File: src/hw/rtl/lpfp_pkg.sv
// ----------------------------------------------------------------------------
// lpfp_pkg
// Shared types and field widths of the length-prefixed frame parser.
// ----------------------------------------------------------------------------
`default_nettype none

package lpfp_pkg;

	localparam int unsigned BYTE_W = 8;
	localparam int unsigned WORD_W = 16;
	localparam int unsigned TDATA_OUT_W = 40;

	// One parsed result
	typedef struct packed {
		logic [WORD_W-1:0] msg_id;
		logic [WORD_W-1:0] msg_len;
		logic [BYTE_W-1:0] data_byte;
		logic              empty_msg;
		logic              last;
	} result_t;

endpackage

`default_nettype wire

File: src/hw/rtl/lpfp_deframer.sv
// ----------------------------------------------------------------------------
// lpfp_deframer
// Header/payload tracking, one stream byte per cycle while accept is high;
// emits that byte's result combinationally for the output register to capture.
// ----------------------------------------------------------------------------
`default_nettype none

module lpfp_deframer (
	input  wire logic                             clk,
	input  wire logic                             arst_n,
	input  wire logic                             accept,
	input  wire logic [lpfp_pkg::BYTE_W-1:0]      rx_byte,
	input  wire logic                             flush,
	output logic                                  res_valid,
	output lpfp_pkg::result_t                     res
);
	import lpfp_pkg::*;

	localparam logic [1:0] HDR_ID_LO  = 2'd0;
	localparam logic [1:0] HDR_ID_HI  = 2'd1;
	localparam logic [1:0] HDR_LEN_LO = 2'd2;
	localparam logic [1:0] HDR_LEN_HI = 2'd3;

	logic              in_payload_q, in_payload_d;
	logic [1:0]        hdr_cnt_q, hdr_cnt_d;
	logic [WORD_W-1:0] cur_id_q, cur_id_d;
	logic [WORD_W-1:0] cur_len_q, cur_len_d;
	logic [WORD_W-1:0] left_q, left_d;
	logic [WORD_W-1:0] left_dec;
	logic [WORD_W-1:0] len_new;

	assign left_dec = left_q - WORD_W'(1);
	assign len_new  = {rx_byte, cur_len_q[BYTE_W-1:0]};

	// Next state and result of the accepted byte
	always_comb begin
		in_payload_d  = in_payload_q;
		hdr_cnt_d     = hdr_cnt_q;
		cur_id_d      = cur_id_q;
		cur_len_d     = cur_len_q;
		left_d        = left_q;
		res_valid     = 1'b0;
		res.msg_id    = cur_id_q;
		res.msg_len   = cur_len_q;
		res.data_byte = rx_byte;
		res.empty_msg = 1'b0;
		res.last      = 1'b0;
		if (accept) begin
			if (flush) begin
				in_payload_d = 1'b0;
				hdr_cnt_d    = HDR_ID_LO;
				cur_id_d     = '0;
				cur_len_d    = '0;
				left_d       = '0;
			end else if (in_payload_q) begin
				left_d    = left_dec;
				res_valid = 1'b1;
				res.last  = (left_dec == '0);
				if (left_dec == '0) begin
					in_payload_d = 1'b0;
				end
			end else begin
				unique case (hdr_cnt_q)
					HDR_ID_LO: begin
						cur_id_d  = {cur_id_q[WORD_W-1:BYTE_W], rx_byte};
						hdr_cnt_d = HDR_ID_HI;
					end
					HDR_ID_HI: begin
						cur_id_d  = {rx_byte, cur_id_q[BYTE_W-1:0]};
						hdr_cnt_d = HDR_LEN_LO;
					end
					HDR_LEN_LO: begin
						cur_len_d = {cur_len_q[WORD_W-1:BYTE_W], rx_byte};
						hdr_cnt_d = HDR_LEN_HI;
					end
					HDR_LEN_HI: begin
						cur_len_d = len_new;
						hdr_cnt_d = HDR_ID_LO;
						if (len_new == '0) begin
							// zero-length message: one empty, last result
							res_valid     = 1'b1;
							res.msg_len   = '0;
							res.data_byte = '0;
							res.empty_msg = 1'b1;
							res.last      = 1'b1;
						end else begin
							left_d       = len_new;
							in_payload_d = 1'b1;
						end
					end
					default: begin
						hdr_cnt_d = HDR_ID_LO;
					end
				endcase
			end
		end
	end

	// Parser state
	always_ff @(posedge clk or negedge arst_n) begin
		if (!arst_n) begin
			in_payload_q <= 1'b0;
			hdr_cnt_q    <= HDR_ID_LO;
			cur_id_q     <= '0;
			cur_len_q    <= '0;
			left_q       <= '0;
		end else begin
			in_payload_q <= in_payload_d;
			hdr_cnt_q    <= hdr_cnt_d;
			cur_id_q     <= cur_id_d;
			cur_len_q    <= cur_len_d;
			left_q       <= left_d;
		end
	end

endmodule

`default_nettype wire

File: src/hw/rtl/lpfp_out_stage.sv
// ----------------------------------------------------------------------------
// lpfp_out_stage
// Result register with a skid entry, so the input side keeps taking bytes
// while a result waits on the output side.
// ----------------------------------------------------------------------------
`default_nettype none

module lpfp_out_stage (
	input  wire logic              clk,
	input  wire logic              arst_n,
	input  wire logic              in_valid,
	input  wire lpfp_pkg::result_t in_res,
	output logic                   in_ready,
	output logic                   out_valid,
	output lpfp_pkg::result_t      out_res,
	input  wire logic              out_ready
);
	import lpfp_pkg::*;

	logic    out_valid_q;
	logic    skid_valid_q;
	result_t out_q;
	result_t skid_q;
	logic    pop;

	assign pop       = out_valid_q && out_ready;
	assign in_ready  = !skid_valid_q;
	assign out_valid = out_valid_q;
	assign out_res   = out_q;

	// Valid flags
	always_ff @(posedge clk or negedge arst_n) begin
		if (!arst_n) begin
			out_valid_q  <= 1'b0;
			skid_valid_q <= 1'b0;
		end else if (skid_valid_q) begin
			if (pop) begin
				skid_valid_q <= 1'b0;
			end
		end else if (in_valid) begin
			if (!out_valid_q || pop) begin
				out_valid_q <= 1'b1;
			end else begin
				skid_valid_q <= 1'b1;
			end
		end else if (pop) begin
			out_valid_q <= 1'b0;
		end
	end

	// Payload: refill from skid first, then from the incoming request
	always_ff @(posedge clk) begin
		if (skid_valid_q) begin
			if (pop) begin
				out_q <= skid_q;
			end
		end else if (in_valid) begin
			if (!out_valid_q || pop) begin
				out_q <= in_res;
			end else begin
				skid_q <= in_res;
			end
		end
	end

endmodule

`default_nettype wire

File: src/hw/rtl/length_prefixed_frame_parser.sv
// ----------------------------------------------------------------------------
// length_prefixed_frame_parser
// Deframes a byte stream of messages with a 4-byte little-endian header
// (16-bit id, 16-bit payload length) into tagged payload bytes.
// ----------------------------------------------------------------------------
// The block takes one stream byte per cycle while s_axis_tready is high and
// hands out at most one registered result per byte. Header bytes give no
// result, each payload byte gives one, and a zero-length message gives a
// single result with tuser set. Throughput is set by the parser state
// register, which updates once per byte; a result register backed by one
// skid entry lets bytes keep flowing while the output is stalled, and
// s_axis_tready drops only once both hold results. Setting s_axis_tuser on
// a request drops any partial frame and restarts at the header.
`default_nettype none

module length_prefixed_frame_parser (
	input  wire logic                                clk,
	input  wire logic                                arst_n,
	input  wire logic                                s_axis_tvalid,
	output logic                                     s_axis_tready,
	input  wire logic [lpfp_pkg::BYTE_W-1:0]         s_axis_tdata,  // [7:0] rx_byte
	input  wire logic                                s_axis_tuser,  // [0] flush
	output logic                                     m_axis_tvalid,
	input  wire logic                                m_axis_tready,
	// [15:0] msg_id, [31:16] msg_len, [39:32] data_byte
	output logic [lpfp_pkg::TDATA_OUT_W-1:0]         m_axis_tdata,
	output logic                                     m_axis_tuser,  // [0] empty_msg
	output logic                                     m_axis_tlast
);
	import lpfp_pkg::*;

	logic    accept;
	logic    res_valid;
	result_t res;
	result_t out_res;

	assign accept = s_axis_tvalid && s_axis_tready;

	// Header and payload tracking
	lpfp_deframer u_deframer (
		.clk       (clk),
		.arst_n    (arst_n),
		.accept    (accept),
		.rx_byte   (s_axis_tdata),
		.flush     (s_axis_tuser),
		.res_valid (res_valid),
		.res       (res)
	);

	// Result register and skid
	lpfp_out_stage u_out (
		.clk       (clk),
		.arst_n    (arst_n),
		.in_valid  (res_valid),
		.in_res    (res),
		.in_ready  (s_axis_tready),
		.out_valid (m_axis_tvalid),
		.out_res   (out_res),
		.out_ready (m_axis_tready)
	);

	// Pack the result onto the master side
	assign m_axis_tdata = {out_res.data_byte, out_res.msg_len, out_res.msg_id};
	assign m_axis_tuser = out_res.empty_msg;
	assign m_axis_tlast = out_res.last;

endmodule

`default_nettype wire

File: config.mk
export PLATFORM = sky130hd
export DESIGN_NAME = length_prefixed_frame_parser
export DESIGN_NICKNAME = d
export VERILOG_FILES = /design/src/hw/rtl/lpfp_pkg.sv /design/src/hw/rtl/lpfp_deframer.sv /design/src/hw/rtl/lpfp_out_stage.sv /design/src/hw/rtl/length_prefixed_frame_parser.sv
export SDC_FILE = /design/constraint.sdc
export NUM_CORES = 1
export LEC_CHECK = 0
export ABC_AREA = 1
export BUFFER_PORTS_ARGS = -buffer_cell sky130_fd_sc_hd__buf_2
export CAP_MARGIN = 20
export CORE_ASPECT_RATIO = 0.8
export CORE_UTILIZATION = 25
export DETAILED_ROUTE_END_ITERATION = 8
export SKIP_LAST_GASP = 1
export SYNTH_ARGS = -nofsm -noshare
export SYNTH_HDL_FRONTEND = slang
export SYNTH_HIERARCHICAL = 1
export SYNTH_SLANG_ARGS = --single-unit
File: constraint.sdc
create_clock -name clk -period 9.2 [get_ports clk]
set_input_delay 0.46 -clock clk [delete_from_list [all_inputs] [get_ports clk]]
set_output_delay 0.46 -clock clk [all_outputs]
set_load 0.1 [all_outputs]
==> metrics.yaml, run 1 <==
pwr:
  p_leak_uw: 0.00312
  clock_power_share_pct: 38.2
  p_switching_uw: 549
  ir_worst_vdd_uv: 103
  internal_power_uw: 1230
  pwr_density_cell_nw_per_um2: 244
  comb_power_share_pct: 19.3
  power_frac_seq_pct: 42.5
  switching_share_pct: 30.9
floorplanning:
  die_y_um: 142
  initial_core_util_pct: 25.4
  die_w_um: 178
  boundaryPins: 57
  rows: 51
  core_area_um2: 24200
  die-area_um2: 25300
cts:
  hold_buffers: 0
  htreeDepth: 4
  root_buffer: "clkbuf_16"
  cts_setup_buffers: 0
  cts_buffers: 17
  clk_pin_slew_ns: 0.06
  clk-insertion-delay-late_ns: 0.42
  cts_max_path_buffers: 2
  post_cts_resized: 0
  tritoncts: "done"
  cts_sinks: 137
global_route:
  grt_pass1_vias: 4194
  grt_pass1_wl_mm: 23.6
  grt.overflow.total: 0
  grt_usage_pct: 12.5
  grt_start_max_net_pins: 54
  antenna_found_initial: 3
detailed_routing:
  vias_per_cell: 4.36
  avgRoutedWirePerCell_um: 14.9
  wl_mm: 15.0
  antenna_left: 0
  drtIter0Drc: 424
  num_vias: 4416
  drtPass1Iterations: 7
  drc_errors: 0
setup_path:
  rr_startpoint: "u_deframer/cur_len_q[0]"
  worstSetupStartpointType: "flop"
  cp_max_fo: 27
  reg2reg_slack_ns: 6.45
  rr_endpoint: "u_out/skid_q[6]"
  slowest_stage: "nor2_4"
  critPathMaxStageDelay_ns: 0.46
  crit_chain: "inv_1 -> nand4_1 -> nor2_1 -> nand3_1 -> o21ai_0 -> nand2_1 -> inv_1 -> nand2_1 -> nor2_4 -> buf_4"
  endpoint_kind: "flop"
  critPathRequiredTime_ns: 9.27
  worstPathArrival_ns: 2.82
  rr_worst_depth: 10
  critPathKind: "reg2reg"
place:
  gp_congestion: 0.847
  portBuffers: 56
  post-dp-hpwl_mm: 10.5
sta:
  hold_violations: 0
  finalSetupTns_ns: 0
  worstMarginPinSlew_ns: 0.932
  relSlewSlack_pct: 37.7
  holdWs_ns: 0.179
  finalMaxSlewViolations: 0
  layout_min_cycle_time_ns: 2.75
  finalSetupViolations: 0
  min_period_over_period_pct: 29.8
  clock_skew_ns: 0.00975
  fmax_mhz: 364
  rsz0062_at_grt: "no"
synth:
  yosys.area.top_type_share_pct: 40.9
  syn-num-nets: 655
  ys_types: 31
  synth_edf_count: 84
  synth_cells: 636
  syn_area_um2: 6170
  synth_flop_cell: "edfxtp_1"
  ys.warnings.count: 6
  seq_area_frac_synth_pct: 62.4
  avgSynthCellArea_um2: 9.69
  synth-seq-cells: 137
  synthTopCellsByArea: "edfxtp_1 41%, dfrtp_1 22%, nand2_1 13%"
  async_reset_ff_share_pct: 38.7
  yosys.area.top_type: "edfxtp_1"
final_layout:
  diodes: 0
  area_growth_pct: 18.2
  drive_above_1_share_pct: 17.1
  nets: 701
status:
  outcome: "finished clean"
min_path:
  min-delay-path-class: "in2async"
run:
  maxCapViolCount: 0
-- per-stage QoR --
stage	setup slack (ns)	instance area, µm²	utilization, %	power [µW]	cells
6_report	6.45	7290	30.1	1780	1013
3_5_place_dp	6.09	6670	27.5	1100	980
2_1_floorplan	5.47	6170	-	1020	636
4_1_cts	6.36	7270	30.0	1790	1012
5_1_grt	6.23	7290	30.1	1870	1013
3_3_place_gp	6.15	6670	27.5	1100	980
-- kinds of logic after synthesis --
logic type / Yosys count / synth area share (%)
AO/OA/AOI/OAI: 74 / 7.20
XOR/XNOR: 4 / 0.568
adder cells (fa/ha/maj): 6 / 1.22
buffers and inverters: 96 / 7.35
flip-flops: 137 / 62.4
AND/OR/NAND/NOR: 319 / 21.2
-- worst max-delay path: cells and delay by family (launching register included) --
kind                   cells  cell delay, ns
buffers and inverters      3            0.65
AND/OR/NAND/NOR            6            1.11
flip-flops                 1            0.39
AO/OA/AOI/OAI              1            0.23
-- how the worst max path moves through the flow --
stage | startpoint | endpoint | slack (ns) | cells after the start
2_1_floorplan | u_out/skid_valid_q | u_out/out_res[0] | 5.47 | 13
4_1_cts | u_out/skid_valid_q | u_out/out_res[29] | 6.36 | 11
5_1_grt | u_deframer/cur_len_q[0] | u_out/skid_q[7] | 6.23 | 10
3_3_place_gp | s_axis_tdata[7] | u_out/out_res[34] | 6.15 | 10
6_report | u_deframer/cur_len_q[0] | u_out/skid_q[6] | 6.45 | 10
3_5_place_dp | s_axis_tdata[7] | u_out/out_res[34] | 6.09 | 10
-- cells in the mapped netlist, types with 3 or more instances --
cell type  count
nand2_1      218
edfxtp_1      84
inv_1         56
dfrtp_1       53
nor2_1        45
nand3_1       42
o21ai_0       39
clkbuf_1      17
o21ai_1       11
buf_6          8
o21ai_2        8
a22oi_1        7
buf_4          6
ha_1           6
inv_2          5
a21oi_1        4
nor2_2         4
nand4_1        3
o22ai_1        3
-- area by class of cell --
class / count / area (µm²)
multi-input cells: 403 / 1880
well taps: 318 / 398
inverters: 63 / 244
clock buffers: 19 / 453
repair buffers: 60 / 323
clock inverters: 13 / 144
fillers: 2527 / 17000
flip-flops and latches: 137 / 3850
-- per-layer routing --
layer	global-route usage (%)	routed length (µm)	vias up
met3	4.65	1650	23
met2	16.4	5920	195
met1	18.6	7280	2039
li1	-	-	2157
met5	0	19	-
met4	4.00	173	2
-- power groups by stage --
| stage | clock, µW | combinational [µW] | sequential (µW) |
|---|---|---|---|
| after global placement | 0 | 335 | 764 |
| final | 679 | 342 | 755 |
| after floorplan | 0 | 239 | 781 |
| after global routing | 720 | 391 | 762 |
| after detailed placement | 0 | 337 | 767 |
| after CTS | 691 | 339 | 755 |
-- state kept, by name (all words and copies together), names as in the netlist --
register and cells:
u_out/out_res 42, u_out/skid_q 42, u_deframer/cur_id_q 16, u_deframer/cur_len_q 16, u_deframer/left_q 16, u_deframer/hdr_cnt_q 2
u_deframer/in_payload_q 1, u_out/out_valid 1, u_out/skid_valid_q 1
-- layout by cell type, fill, tap and decap left out, drive strengths merged --
cell and n:
a22oi 7, a211oi 2, and2 1, clkinv 7, o22ai 3, xnor2 2
xor2 2, nor3 1, clkinvlp 1, dfrtp 53, a21oi 4, bufinv 2
nor4 2, o21ai 58, buf 60, nand3 42, clkbuf 19, edfxtp 84
nand2 219, inv 66, nor2 51, ha 6, nand4 3
(Power assumes the default switching activity.)
==> run 2: changes to the inputs <==
Clock period 9.2 ns to 2.3 ns, I/O delays scaled along.
==> metrics.yaml, run 2 (synthesized netlist as in run 1, its figures left out) <==
status:
  outcome: "finished clean"
cts:
  cts_max_path_buffers: 2  # unchanged
  cts_buffers: 17  # unchanged
  cts_sinks: 137  # unchanged
  htreeDepth: 4  # unchanged
  tritoncts: "done"
  clk_pin_slew_ns: 0.06  # about the same
  clk-insertion-delay-late_ns: 0.41  # about the same
  root_buffer: "clkbuf_16"
sta:
  worstMarginPinSlew_ns: 0.766  # -0.166 ns
  hold_violations: 0  # unchanged
  finalSetupViolations: 0  # unchanged
  clock_skew_ns: 0.0132  # +0.00349 ns
  finalMaxSlewViolations: 0  # unchanged
  relSlewSlack_pct: 48.4  # +11 points
  layout_min_cycle_time_ns: 2.15  # -0.599 ns
  fin_ws_ns: 0.154  # -6.30 ns
  fmax_mhz: 466  # +28%
  min_period_over_period_pct: 93.3  # +63 points
final_layout:
  area_growth_pct: 23.5
  mostFrequentLayoutCell: "nand2_1"
  layout_common_cells: "216 x nand2_1, 84 x edfxtp_1, 56 x buf_2, 51 x dfrtp_1, 50 x inv_1"
  fill_cells: 2459  # -2.7%
  nets: 730  # +4.1%
  fin_cells: 1043  # +3.0%
  multi_input_area_um2: 1910  # +1.4%
  drive_above_1_share_pct: 22.1  # +5.0 points
  ff_latch_area_um2: 3850  # about the same
place:
  dp_slack_ns: -0.162  # -6.25 ns
  dp_cells: 998  # +1.8%
  post-dp-hpwl_mm: 10.2  # -2.6%
  gp_congestion: 0.881  # +4.0%
  portBuffers: 56  # unchanged
detailed_routing:
  vias_per_cell: 4.40  # +1.0%
  drtIter0Drc: 487  # +15%
  avgRoutedWirePerCell_um: 14.7  # -0.82%
  wl_mm: 15.4  # +2.1%
  num_vias: 4593  # +4.0%
  drc_errors: 0  # unchanged
  antenna_left: 0  # unchanged
  drtPass1Iterations: 5  # -2
floorplanning:
  die-area_um2: 25300  # unchanged
  die_y_um: 142  # unchanged
  boundaryPins: 57  # unchanged
  initial_core_util_pct: 25.4  # unchanged
  rows: 51  # unchanged
  die_w_um: 178  # unchanged
  core_area_um2: 24200  # unchanged
setup_path:
  reg2reg_slack_ns: 0.15  # -6.30 ns
  worstSetupStartpointType: "flop"
  cp_max_fo: 7  # -74%
  worstPathArrival_ns: 2.27  # -0.55 ns
  endpoint_kind: "flop"
  critPathKind: "reg2reg"
  critPathRequiredTime_ns: 2.43  # -6.84 ns
global_route:
  grt_pass1_vias: 4368  # +4.1%
  grt_pass1_wl_mm: 23.8  # +0.70%
  grt_usage_pct: 12.5  # -0.061 points
  grt.overflow.total: 0  # unchanged
  antenna_found_initial: 1  # -2
  grt_start_max_net_pins: 46  # -15%
pwr:
  pwr_density_cell_nw_per_um2: 934  # +280%
  comb_power_share_pct: 21.0  # +1.7 points
  power_frac_seq_pct: 42.3  # -0.2 points
  internal_power_uw: 4860  # +300%
  switching_share_pct: 31.7  # +0.76 points
  ir_worst_vdd_uv: 603  # +480%
  clock_power_share_pct: 36.6  # -1.6 points
  p_switching_uw: 2250  # +310%
  p_leak_uw: 0.00327  # +4.6%
min_path:
  min-delay-path-class: "in2reg"
run:
  maxCapViolCount: 0  # unchanged
[run 2: cell types whose count changed in the layout (fill, tap and decap cells not counted), sizes merged]
| cell | previous run | this run |
|---|---|---|
| buf | 60 | 86 |
| bufinv | 2 | 1 |
| clkbuf | 19 | 22 |
| clkinv | 7 | 4 |
| clkinvlp | 1 | 3 |
| diode | 0 | 1 |
| dlygate4sd3 | 0 | 1 |
| inv | 66 | 67 |
[run 2: layout make-up]
cell class | count | area share (%)
diodes | 1 | 0.0329
clock buffers | 20 | 5.86
clock inverters | 12 | 1.54
inverters | 63 | 3.30
multi-input cells | 403 | 25.0
flip-flops and latches | 137 | 50.6
well taps | 318 | 5.22
repair buffers | 89 | 8.46
[run 2: power by group through the flow]
stage,Sequential (µW),Combinational (µW),Clock (µW)
after floorplan,3120,959,0
after CTS,3020,1400,2650
after global placement,3060,1390,0
after global routing,3040,1680,2750
final,3010,1500,2610
after detailed placement,3070,1390,0
[run 2: per-layer routing]
metal	vias up	track usage [%]	part of all wire, %
li1	2227	-	-
met1	2175	17.8	48
met2	173	18.4	43
met3	18	2.64	7.9
met4	0	4.72	1.3
met5	-	0	0
[run 2: path summary, 6_finish.rpt]
| path | startpoint | end | cells past startpoint |
|---|---|---|---|
| setup / recovery | u_deframer/cur_len_q[4] | u_out/out_res[0] | 13 |
| setup reg to reg | u_deframer/cur_len_q[4] | u_out/out_res[0] | 13 |
| hold / removal | m_axis_tready | u_out/skid_valid_q | 4 |
| hold reg to reg | u_deframer/cur_id_q[11] | u_out/skid_q[37] | 0 |
| max in group asynchronous | arst_n | u_deframer/cur_len_q[7] | 3 |
| min in group asynchronous | arst_n | u_deframer/cur_id_q[7] | 2 |
[run 2: what timing repair did]
| action | in CTS | in global routing |
|---|---|---|
| endpoints found under the hold margin | 24 | 0 |
| buffers inserted | 0 | 8 |
| gates resized for setup | 0 | 14 |
| setup endpoints to repair | 0 | 46 |
| hold buffers | 1 | 0 |
[run 2: worst max-delay path: stages (launching register included)]
cell	delay, ns
dfrtp_1	0.42
inv_2	0.07
nand4_1	0.09
nor2_1	0.15
nand3_2	0.14
o21ai_2	0.18
nand2_1	0.09
inv_2	0.06
inv_1	0.03
nand2_1	0.08
nand2_2	0.09
nor2_4	0.14
buf_12	0.16
clkbuf_16	0.16
[run 2: metrics by stage]
step                      area, µm²  utilization, %  hold slack, ns  TNS, ns  total power, µW
final                          7620            31.4          0.0505        0             7120
after global placement         6880            28.4           0.160    -3.67             4450
after global routing           7610            31.4          0.0794  -0.0116             7480
after floorplan                6220               -          -0.181    -4.59             4080
after detailed placement       6880            28.4           0.169    -5.27             4460
after CTS                      7450            30.7          0.0253        0             7070
